<file path="config.mk">
export PLATFORM = sky130hd
export DESIGN_NAME = mandelbrot_escape_time_core
export DESIGN_NICKNAME = d
export VERILOG_FILES = /design/src/mbet_pkg.sv /design/src/mandelbrot_escape_time_core.sv
export VERILOG_INCLUDE_DIRS = /design/src /design/src/src
export SDC_FILE = /design/constraint.sdc
export NUM_CORES = 2
export LEC_CHECK = 0
export BUFFER_PORTS_ARGS = -buffer_cell sky130_fd_sc_hd__buf_4
export CORE_UTILIZATION = 30
export CTS_CLUSTER_DIAMETER = 30
export CTS_CLUSTER_SIZE = 30
export DETAILED_ROUTE_END_ITERATION = 10
export GPL_TIMING_DRIVEN = 0
export MAX_ROUTING_LAYER = met4
export PLACE_DENSITY = 0.44
export SLEW_MARGIN = 20
export SYNTH_ARGS = -nofsm -noshare
export SYNTH_HDL_FRONTEND = slang
export SYNTH_SLANG_ARGS = --single-unit
</file>
<file path="constraint.sdc">
create_clock -name clk -period 6.2 [get_ports clk]
set_input_delay 0.93 -clock clk [delete_from_list [all_inputs] [get_ports clk]]
set_output_delay 0.93 -clock clk [all_outputs]
set_load 0.01 [all_outputs]
</file>
<file path="src/mandelbrot_escape_time_core_macros.svh">
// Assertion helpers for the escape-time core.
// Each macro checks one property on the rising edge of clk, disabled while rst_n is low.
`ifndef MANDELBROT_ESCAPE_TIME_CORE_MACROS_SVH
`define MANDELBROT_ESCAPE_TIME_CORE_MACROS_SVH

// Same-cycle implication.
`define MBET_ASSERT_IMP(lbl, pre, post) \
  lbl: assert property (@(posedge clk) disable iff (!rst_n) (pre) |-> (post)) \
    else $error("escape-time core: same-cycle check failed");

// Next-cycle implication.
`define MBET_ASSERT_NXT(lbl, pre, post) \
  lbl: assert property (@(posedge clk) disable iff (!rst_n) (pre) |=> (post)) \
    else $error("escape-time core: next-cycle check failed");

`endif

</file>
<file path="src/mbet_pkg.sv">
`default_nettype none

package mbet_pkg;

  // Field widths of the words on the ports.
  localparam int COORD_FIELD_W = 10;
  localparam int PIX_W         = 8;
  localparam int ITER_W        = 10;
  localparam int CFG_INDEX_W   = 3;
  localparam int CFG_DATA_W    = 32;

  // Register format of the window registers and the digit size of the multiplier.
  localparam int REG_FRAC    = 28;
  localparam int MUL_DIGIT_W = 16;

  // Register indexes on the configuration port.
  localparam logic [CFG_INDEX_W-1:0] CFG_RE_START = 3'd0;
  localparam logic [CFG_INDEX_W-1:0] CFG_IM_TOP   = 3'd1;
  localparam logic [CFG_INDEX_W-1:0] CFG_STEP_RE  = 3'd2;
  localparam logic [CFG_INDEX_W-1:0] CFG_STEP_IM  = 3'd3;
  localparam logic [CFG_INDEX_W-1:0] CFG_MAX_ITER = 3'd4;

  // Reset values of the registers.
  localparam logic [31:0]       RST_RE_START = 32'hE000_0000;
  localparam logic [31:0]       RST_IM_TOP   = 32'h1599_999A;
  localparam logic [30:0]       RST_STEP_RE  = 31'd707789;
  localparam logic [30:0]       RST_STEP_IM  = 31'd707789;
  localparam logic [ITER_W-1:0] RST_MAX_ITER = 10'd255;

  typedef struct packed {
    logic [COORD_FIELD_W-1:0] column;
    logic [COORD_FIELD_W-1:0] row;
  } in_word_t;

  typedef struct packed {
    logic [PIX_W-1:0] iteration_low;
    logic [PIX_W-1:0] green_level;
  } out_word_t;

  typedef enum logic [3:0] {
    ST_IDLE,
    ST_MAP_RE,
    ST_MAP_IM,
    ST_MAP_DONE,
    ST_ITER,
    ST_MUL,
    ST_STORE,
    ST_CHECK,
    ST_UPDATE,
    ST_FINISH
  } state_t;

  // Which product the shared multiplier is working on.
  typedef enum logic [1:0] {
    PH_RR,
    PH_II,
    PH_RI
  } phase_t;

endpackage

`default_nettype wire

</file>
<file path="src/mandelbrot_escape_time_core.sv">
// Each iteration forms re^2, im^2 and, while the point has not escaped, re*im, one after
// another on the 16-bit digit-serial multiplier that all three products share,
// with ND = ceil((FRAC_BITS+4)/16) digits per product (ND = 2).
// A word is taken only in the idle state, so a new pixel waits until the last is finished.
// Reset: synchronous, active low; clears the sequencer and loads the default window and limit.
`default_nettype none

`include "mandelbrot_escape_time_core_macros.svh"

module mandelbrot_escape_time_core #(
  parameter int FRAC_BITS  = 28,
  parameter int COORD_BITS = 10
) (
  input  wire logic                             clk,
  input  wire logic                             rst_n,
  input  wire logic                             in_valid,
  output logic                                  in_ready,
  input  wire mbet_pkg::in_word_t               in_data,
  output logic                                  out_valid,
  input  wire logic                             out_ready,
  output mbet_pkg::out_word_t                   out_data,
  input  wire logic                             cfg_valid,
  output logic                                  cfg_ready,
  input  wire logic [mbet_pkg::CFG_INDEX_W-1:0] cfg_index,
  input  wire logic [mbet_pkg::CFG_DATA_W-1:0]  cfg_data
);

  import mbet_pkg::*;

  // Working format: signed, FRAC_BITS fraction bits and range [-8, 8).
  localparam int W   = FRAC_BITS + 4;
  // Effective pixel coordinate width; the field itself is fixed.
  localparam int CB  = (COORD_BITS < COORD_FIELD_W) ? COORD_BITS : COORD_FIELD_W;
  // Digit-serial multiplier geometry.
  localparam int DIG = MUL_DIGIT_W;
  localparam int ND  = (W + DIG - 1) / DIG;
  localparam int BW  = ND * DIG;
  localparam int PW  = W + BW;
  localparam int DCW = (ND > 1) ? $clog2(ND) : 1;
  // Mapping adder width and the format conversion.
  localparam int MPW = 31 + CB;
  localparam int SW  = MPW + 2;
  localparam int CW  = W + 32;
  localparam int UP_SHIFT = (FRAC_BITS >= REG_FRAC) ? FRAC_BITS - REG_FRAC : 0;
  localparam int DN_SHIFT = (FRAC_BITS >= REG_FRAC) ? 0 : REG_FRAC - FRAC_BITS;

  localparam logic [W-2:0] WORK_MAX   = {(W-1){1'b1}};
  localparam logic [W-1:0] ESC_BOUND  = {2'b01, {(FRAC_BITS+2){1'b0}}};

  // Saturating add in the working format.
  function automatic logic [W-1:0] sat_add(input logic [W-1:0] a, input logic [W-1:0] b);
    logic [W:0] s;
    s = {a[W-1], a} + {b[W-1], b};
    if (s[W] != s[W-1]) begin
      return s[W] ? {1'b1, {(W-1){1'b0}}} : {1'b0, {(W-1){1'b1}}};
    end
    return s[W-1:0];
  endfunction

  // Configuration registers.
  logic [31:0]       re_start_r;
  logic [31:0]       im_top_r;
  logic [30:0]       step_re_r;
  logic [30:0]       step_im_r;
  logic [ITER_W-1:0] max_iter_r;

  // Sequencer.
  state_t            state_r, state_nxt;
  phase_t            phase_r, phase_nxt;
  logic [DCW-1:0]    dig_r;
  logic [ITER_W-1:0] count_r;

  // Pixel and orbit registers.
  logic [CB-1:0]  col_r, row_r;
  logic [MPW-1:0] map_prod_r;
  logic [W-1:0]   cre_r, cim_r;
  logic [W-1:0]   zr_r, zi_r;
  logic [W-2:0]   r2_r, i2_r, cross_r;

  // Shared multiplier.
  logic [W-1:0]     ma_r;
  logic [BW-1:0]    mb_r;
  logic [PW-1:0]    prod_r;
  logic [W+DIG-1:0] mul_part;
  logic [PW-1:0]    prod_nxt;
  logic [PW-1:0]    sh_f, sh_c;
  logic [W-2:0]     sat_f, sat_c;

  // Control from the output decoder.
  logic         mul_load;
  logic [W-1:0] mul_a, mul_b;
  logic         out_load;

  logic            out_valid_r;
  out_word_t       out_data_r;

  // Datapath helpers.
  logic [W-1:0]  zr_mag, zi_mag;
  logic [W-1:0]  mag_sum;
  logic          escape;
  logic [W-1:0]  diff, cross_ext, twice;
  logic          neg_cross;
  logic [31:0]   map_base;
  logic [SW-1:0] map_base_ext, map_prod_ext, map_sum;
  logic          map_fits;
  logic [31:0]   q28;
  logic signed [CW-1:0] conv_ext, conv_up, conv_dn;
  logic [CW-1:0]        conv_bias;
  logic [W-1:0]         map_conv;

  assign cfg_ready = 1'b1;
  assign out_valid = out_valid_r;
  assign out_data  = out_data_r;

  // Magnitudes of z as unsigned working words; the most negative value maps to 2^(W-1).
  assign zr_mag = zr_r[W-1] ? (~zr_r + W'(1)) : zr_r;
  assign zi_mag = zi_r[W-1] ? (~zi_r + W'(1)) : zi_r;

  // Escape test: re^2 + im^2 against 4; both terms stay below 2^(W-1), so no overflow.
  assign mag_sum = {1'b0, r2_r} + {1'b0, i2_r};
  assign escape  = (mag_sum >= ESC_BOUND);

  // Next z. The difference of two nonnegative terms always fits the working format.
  assign diff      = {1'b0, r2_r} - {1'b0, i2_r};
  assign neg_cross = zr_r[W-1] ^ zi_r[W-1];
  assign cross_ext = {1'b0, cross_r};
  assign twice     = neg_cross ? (~cross_ext + W'(1)) : cross_ext;

  // One digit of the product per cycle, most significant digit first.
  assign mul_part = ma_r * mb_r[BW-1 -: DIG];
  assign prod_nxt = (prod_r << DIG) + PW'(mul_part);

  // Scale back and saturate the magnitude: FRAC_BITS for squares, one less for 2*re*im.
  assign sh_f  = prod_r >> FRAC_BITS;
  assign sh_c  = prod_r >> (FRAC_BITS - 1);
  assign sat_f = (|sh_f[PW-1:W-1]) ? WORK_MAX : sh_f[W-2:0];
  assign sat_c = (|sh_c[PW-1:W-1]) ? WORK_MAX : sh_c[W-2:0];

  // Pixel to complex point: the real part is formed in ST_MAP_IM and the imaginary
  // part in ST_MAP_DONE, through one adder. The sum is exact, then clamped to
  // the register format and brought into the working format.
  always_comb begin
    map_base     = (state_r == ST_MAP_IM) ? re_start_r : im_top_r;
    map_base_ext = {{(SW-32){map_base[31]}}, map_base};
    map_prod_ext = {2'b00, map_prod_r};
    if (state_r == ST_MAP_IM) begin
      map_sum = map_base_ext + map_prod_ext;
    end else begin
      map_sum = map_base_ext - map_prod_ext;
    end
    map_fits = (&map_sum[SW-1:31]) || !(|map_sum[SW-1:31]);
    if (map_fits) begin
      q28 = map_sum[31:0];
    end else begin
      q28 = map_sum[SW-1] ? 32'h8000_0000 : 32'h7FFF_FFFF;
    end
    // Widening is exact; narrowing truncates toward zero, so negative values get a bias.
    conv_ext  = {{W{q28[31]}}, q28};
    conv_up   = conv_ext <<< UP_SHIFT;
    conv_bias = q28[31] ? ((CW'(1) << DN_SHIFT) - CW'(1)) : '0;
    conv_dn   = (conv_ext + $signed(conv_bias)) >>> DN_SHIFT;
    map_conv  = (FRAC_BITS >= REG_FRAC) ? conv_up[W-1:0] : conv_dn[W-1:0];
  end

  // Next state.
  always_comb begin
    state_nxt = state_r;
    case (state_r)
      ST_IDLE: begin
        if (in_valid) state_nxt = ST_MAP_RE;
      end
      ST_MAP_RE:   state_nxt = ST_MAP_IM;
      ST_MAP_IM:   state_nxt = ST_MAP_DONE;
      ST_MAP_DONE: state_nxt = ST_ITER;
      ST_ITER: begin
        state_nxt = (count_r >= max_iter_r) ? ST_FINISH : ST_MUL;
      end
      ST_MUL: begin
        if (dig_r == '0) state_nxt = ST_STORE;
      end
      ST_STORE: begin
        case (phase_r)
          PH_RR:   state_nxt = ST_MUL;
          PH_II:   state_nxt = ST_CHECK;
          PH_RI:   state_nxt = ST_UPDATE;
          default: state_nxt = ST_IDLE;
        endcase
      end
      ST_CHECK: begin
        state_nxt = escape ? ST_FINISH : ST_MUL;
      end
      ST_UPDATE: state_nxt = ST_ITER;
      ST_FINISH: begin
        if (!out_valid_r || out_ready) state_nxt = ST_IDLE;
      end
      default: state_nxt = ST_IDLE;
    endcase
  end

  // Control outputs: the multiplier is started for re^2 at the top of an iteration, for
  // im^2 once re^2 is stored, and for re*im once the escape test has passed.
  always_comb begin
    in_ready  = 1'b0;
    mul_load  = 1'b0;
    mul_a     = zr_mag;
    mul_b     = zr_mag;
    phase_nxt = phase_r;
    out_load  = 1'b0;
    case (state_r)
      ST_IDLE: in_ready = 1'b1;
      ST_ITER: begin
        if (count_r < max_iter_r) begin
          mul_load  = 1'b1;
          phase_nxt = PH_RR;
        end
      end
      ST_STORE: begin
        if (phase_r == PH_RR) begin
          mul_load  = 1'b1;
          mul_a     = zi_mag;
          mul_b     = zi_mag;
          phase_nxt = PH_II;
        end
      end
      ST_CHECK: begin
        if (!escape) begin
          mul_load  = 1'b1;
          mul_b     = zi_mag;
          phase_nxt = PH_RI;
        end
      end
      ST_FINISH: out_load = !out_valid_r || out_ready;
      default: ;
    endcase
  end

  // Control registers and configuration.
  always_ff @(posedge clk) begin
    if (!rst_n) begin
      state_r     <= ST_IDLE;
      phase_r     <= PH_RR;
      dig_r       <= '0;
      count_r     <= '0;
      out_valid_r <= 1'b0;
      re_start_r  <= RST_RE_START;
      im_top_r    <= RST_IM_TOP;
      step_re_r   <= RST_STEP_RE;
      step_im_r   <= RST_STEP_IM;
      max_iter_r  <= RST_MAX_ITER;
    end else begin
      state_r <= state_nxt;
      phase_r <= phase_nxt;
      if (mul_load) begin
        dig_r <= DCW'(ND - 1);
      end else if (state_r == ST_MUL) begin
        dig_r <= dig_r - DCW'(1);
      end
      if (state_r == ST_MAP_DONE) begin
        count_r <= '0;
      end else if (state_r == ST_UPDATE) begin
        count_r <= count_r + ITER_W'(1);
      end
      if (out_load) begin
        out_valid_r <= 1'b1;
      end else if (out_ready) begin
        out_valid_r <= 1'b0;
      end
      if (cfg_valid && cfg_ready) begin
        case (cfg_index)
          CFG_RE_START: re_start_r <= cfg_data;
          CFG_IM_TOP:   im_top_r   <= cfg_data;
          CFG_STEP_RE:  step_re_r  <= cfg_data[30:0];
          CFG_STEP_IM:  step_im_r  <= cfg_data[30:0];
          CFG_MAX_ITER: max_iter_r <= cfg_data[ITER_W-1:0];
          default: ;
        endcase
      end
    end
  end

  // Datapath registers.
  always_ff @(posedge clk) begin
    if (in_valid && in_ready) begin
      col_r <= in_data.column[CB-1:0];
      row_r <= in_data.row[CB-1:0];
    end
    case (state_r)
      ST_MAP_RE: map_prod_r <= col_r * step_re_r;
      ST_MAP_IM: begin
        cre_r      <= map_conv;
        map_prod_r <= row_r * step_im_r;
      end
      ST_MAP_DONE: begin
        cim_r <= map_conv;
        zr_r  <= '0;
        zi_r  <= '0;
      end
      ST_STORE: begin
        case (phase_r)
          PH_RR:   r2_r    <= sat_f;
          PH_II:   i2_r    <= sat_f;
          PH_RI:   cross_r <= sat_c;
          default: ;
        endcase
      end
      ST_UPDATE: begin
        zr_r <= sat_add(diff, cre_r);
        zi_r <= sat_add(twice, cim_r);
      end
      default: ;
    endcase
    if (mul_load) begin
      ma_r   <= mul_a;
      mb_r   <= BW'(mul_b);
      prod_r <= '0;
    end else if (state_r == ST_MUL) begin
      prod_r <= prod_nxt;
      mb_r   <= mb_r << DIG;
    end
    if (out_load) begin
      out_data_r.iteration_low <= count_r[PIX_W-1:0];
      out_data_r.green_level   <= ~count_r[PIX_W-1:0];
    end
  end

  // An accepted word always starts the mapping sequence.
  `MBET_ASSERT_NXT(a_accept_maps, in_valid && in_ready, state_r == ST_MAP_RE)
  // The last digit of a product is always followed by the store step.
  `MBET_ASSERT_NXT(a_mul_to_store, state_r == ST_MUL && dig_r == '0, state_r == ST_STORE)
  // A finished pixel that finds the output register free is presented next cycle.
  `MBET_ASSERT_NXT(a_finish_out, state_r == ST_FINISH && (!out_valid_r || out_ready),
                   out_valid_r && state_r == ST_IDLE)
  // The green level is the complement of the low count bits.
  `MBET_ASSERT_IMP(a_green_level, out_valid_r,
                   out_data_r.green_level == (8'd255 - out_data_r.iteration_low))

endmodule

`default_nettype wire

</file>
=== Word-level counts from Yosys, hierarchy flattened ===
Cells that the tools add are included.

* Word-level logic and storage cells: 149
* Register bits: 580
* Output and inout port bits: 19
* Input port bits: 60

* Reduce and logical (&&, ||, !) cells: 29
* Equal/unequal tests: 23
* Bitwise logic cells: 6
* $lt $le $gt $ge: 3
* Multipliers: 3
* Add/subtract/negate cells: 12
* Muxes and demuxes: 48

{| class="wikitable"
|+ Operators by type and width
! operator !! count
|-
| $mux W32 || 17
|-
| $pmux W32 S2 || 3
|-
| $add A32 B1 Y32 const B || 3
|-
| $mul A10 B31 Y41 || 2
|-
| $pmux W41 S2 || 1
|-
| $add A32 B32 Y33 || 2
|-
| $add A64 B48 Y64 || 1
|-
| $not A32 Y32 || 2
|-
| $mul A32 B16 Y48 || 1
|-
| $add A32 B42 Y43 || 1
|-
| $mux W43 || 1
|-
| $sub A32 B42 Y43 || 1
|-
| $pmux W4 S9 || 1
|-
| $add A31 B31 Y32 || 1
|-
| $ge A32 B31 Y1 const B || 1
|-
| $not A31 Y32 || 1
|-
| $sub A31 B31 Y32 || 1
|-
| $mux W31 || 1
|-
| $mux W4 || 5
|-
| $eq A4 B3 Y1 const B || 4
|-
| $reduce_and A2 Y1 || 8
|-
| $mux W1 || 13
|-
| $ne A2 B2 Y1 const B || 6
|-
| $pmux W4 S3 || 1
|-
| other kinds (34) || 46
|}

=== Longest topological paths before layout ===
* Depth in word-level cells: 9
* Depth in mapped cells: 28
* Depth with buffers taken out: 27

=== Worst setup path after synthesis ===
Ideal clock, no wire load.

* Path kind: register to register
* Start point: register mb_r[20]
* End point: register prod_r[61]
* Arrival: 6.348 ns
* Cell stages (with the launch flop): 26
* Slack: -0.280 ns
* Required time: 6.067 ns
* Buffers on the path: 2
* Setup time: 0.133 ns
* Clock period less this slack: 6.480 ns
* Path through: edfxtp_1 > clkbuf_1 > and2_1 > fa_1 > inv_1 > fa_1 > fa_1 > inv_1 > fa_1 > fa_1 > inv_1 > fa_1 > inv_1 > ha_1 > clkbuf_1 > nand4_1 > nor4_1 > nand4_1 > a21oi_1 > o31ai_1 > o31ai_1 > a211oi_1 > nor2_1 > and3_1 > xnor2_1 > a21oi_1

* Longest elaborated chain between the ends: 2

{| class="wikitable"
|+ Ends and longest elaborated chain
! element !! line !! source
|-
| start, declared || mandelbrot_escape_time_core.sv:82 || <nowiki>logic [BW-1:0] mb_r;</nowiki>
|-
| start signal, assigned || mandelbrot_escape_time_core.sv:314 || <nowiki>mb_r <= BW'(mul_b);</nowiki>
|-
| start signal, assigned || mandelbrot_escape_time_core.sv:318 || <nowiki>mb_r <= mb_r << DIG;</nowiki>
|-
| $mul A32 B16 Y48 || mandelbrot_escape_time_core.sv:130 || <nowiki>assign mul_part = ma_r * mb_r[BW-1 -: DIG];</nowiki>
|-
| $add A64 B48 Y64 || mandelbrot_escape_time_core.sv:131 || <nowiki>assign prod_nxt = (prod_r << DIG) + PW'(mul_part);</nowiki>
|-
| end signal, assigned || mandelbrot_escape_time_core.sv:317 || <nowiki>prod_r <= prod_nxt;</nowiki>
|-
| end, declared || mandelbrot_escape_time_core.sv:83 || <nowiki>logic [PW-1:0] prod_r;</nowiki>
|}

Every way passes these cells.
A chain may end at the register's enable or synchronous reset.

=== Worst setup path after layout ===
* Start point: register mb_r[20]
* End point: register prod_r[53]

Same word-level chain as after synthesis.

==> metrics <==
pin count of the biggest net entering global routing=58; Finish-stage setup viols=51; setup tns final=-22.30 ns; Layout Skew=0.0686 ns; Post-layout nets=9893; register area=15300 µm²; synth top area cells=fa_1 26%, edfxtp_1 16%, ha_1 8.5%; Die Span Y=483 µm; Post-synth EDFFs=362; Critical Path AT=7.54 ns; CTS tree=done; Final Hold Fails=0; Remaining DRCs=0; Avg Vias per Cell=4.91; failing checks=negative setup slack; first-pass GRT wire length=384000 µm; ANT nets after route=0; Reg2Reg Setup Slack=-0.72 ns; number of cells on the worst hold path=1; mux contribution to synthesized area=0.00475; multi-input gate area in the final layout=51100 µm²; Max-slew headroom=0.174; Worst path max stage delay=0.56 ns; clock slew at reported path FFs=0.04 ns; worst skew pair latency=0.81 ns; top cell type's share of synthesized area=0.264; vias in the first global route=59.1k; CTS max path bufs=3; max-cap violation count=0; WL per Instance=22.5 µm; most common cell in the netlist=nand2_1; GRT Util Overall=0.230; Post-Route WL=261000 µm; register area share after synthesis=0.220; startpoint types=flop; warnings from Yosys=0; final core utilization=0.377; min cycle time layout=6.92 ns; Final Max Slew Viols=0; CTS Hold Bufs=0; Slowest-stage cell, CP=fa_2; status=finished with violations; Post-Synth Simple-Gate Area=0.181; Initial Utilization=0.302; main flop type after synthesis=edfxtp_1; synth unique cells=76; Max Fclk=145 MHz; root buffer cell=clkbuf_16; Top Family by Delay on Critical Path=adder cells; layout cells sized above 1=0.163; CP Capture Type=flop; Seq cells post-synth=580; Core Area=230000 µm²; worst setup margin=-0.719 ns; dpl hpwl=208000 µm; Hold Path End=col_r[8]; Synth Area per Inst=8.75 µm²; Reg2Reg Capture Point=prod_r[53]; r2r worst-path depth=30; post-synthesis adder-cell area fraction=0.349; Fill cells=23.5k; Hold Crit Class=in2reg; # clock sinks=580; largest family of logic cells by synthesized area=adder cells; initial DRC count=3521; # port buffers=76; Post-Syn Instances=7923; width of the chip=483 µm; most area-hungry cell type in the Yosys netlist=fa_1; Synth top cells by count=1326 x nand2_1, 1242 x inv_1, 915 x fa_1, 521 x and2_1, 491 x a21oi_1; Hold Startpoint=in_data[18]; Layout area overhead=25.2%; GPL Wtd Cong=0.925; number of buffers created by CTS=161; Critical path buffers and inverters=11; H-tree depth reported by CTS=4; WS Path Type=reg2reg; RSZ-0062 raised after global routing=true; initial antenna violation count=10; DR vias=57.0k; Post-Syn Area=69300 µm²; row cnt=176; gr ovfl total=0; Slew @ Worst Pin=1.24 ns; WP data required=6.82 ns; ys async rst share=0; drt pass-1 iters=6; Hold Slack=0.307 ns; full die area=233000 µm²; Post-Syn Nets=9369; Final Cycle Share=1.12; Post-Place Worst Slack=-2.67 ns; worst r2r src=mb_r[20]; Critical Path Fanout Max=7; # IOs=79; XOR/XNOR Fraction of Synth Area=0.0479; post-synthesis compound-gate area fraction=0.109
## flip-flops by register name (all words and copies together) (netlist names), 32 cells and up
register / flops
zr_r: 32
mb_r: 32
ma_r: 32
cre_r: 32
cim_r: 32
prod_r: 64
zi_r: 32
map_prod_r: 41
im_top_r: 32
re_start_r: 32
## cells in the final DEF (no fill, tap or decap), types with 86 or more instances in the layout
cell type  Yosys  routed
ha_1         471     412
a21oi_1      491     434
inv_1       1242    1201
buf_4          1     319
xor2_1       160     145
a21o_1        98      96
fa_1         915     895
and2_1       521     493
clkbuf_16      0     179
buf_6          0      86
nand3_1      124     116
dfxtp_1      218     204
o21ai_0      258     175
nor2_1       301     282
edfxtp_1     362     362
xnor2_1      219     185
nand2_1     1326    1288
clkbuf_1     373     173
## final cells by class
type	instances	area share
Antenna cell	5	0.000144
Buffer	339	0.0283
Clock buffer	207	0.0516
Clock inverter	93	0.0160
Inverter	1243	0.0538
Multi-Input combinational cell	5712	0.589
Sequential cell	580	0.176
Tap cell	3026	0.0436
Timing Repair Buffer	410	0.0423
## metal layers
| metal | up-vias | GRT usage | wire length [µm] |
|---|---|---|---|
| met5 | - | - | 0 |
| li1 | 26446 | - | - |
| met1 | 28661 | 0.272 | 108000 |
| met4 | 0 | 0.0988 | 13000 |
| met3 | 451 | 0.0260 | 10500 |
| met2 | 1432 | 0.394 | 129000 |
## kinds of logic (layout without fill, tap and decap cells)
logic type	Yosys count	count (layout)
buffers and inverters	1631	2292
AND/OR/NAND/NOR	2681	2681
AO/OA/AOI/OAI	1233	1233
XOR/XNOR	379	379
flip-flops	580	580
other	1	6
adder cells (fa/ha/maj)	1386	1386
multiplexers	32	32
## per-stage QoR
step / cell area, µm² / std cells
finish: 86800 / 11615
global route: 86800 / 11613
CTS: 84700 / 11533
detailed placement: 74000 / 11044
global placement: 73700 / 11025
floorplan: 69400 / 7923
## worst max-delay path by stage
stage	start	endpoint	slack, ns	depth (start not counted)
after floorplan	mb_r[20]	prod_r[53]	-0.04	25
after global placement	mb_r[19]	prod_r[27]	-4.02	23
after detailed placement	mb_r[19]	prod_r[52]	-2.67	21
after CTS	ma_r[15]	prod_r[53]	-0.68	25
after global routing	mb_r[21]	prod_r[53]	-0.91	29
final	mb_r[20]	prod_r[53]	-0.72	30
## repair_timing
| item | CTS | global route |
|---|---|---|
| gates resized for setup | 839 | 404 |
| gates cloned | 7 | 4 |
| buffers inserted | 215 | 98 |
| pin swaps | 208 | 206 |
| setup endpoints to repair | 203 | 194 |
Power is not shown: default switching activity piles up to over one toggle a cycle in this logic, so the estimate is an artifact.
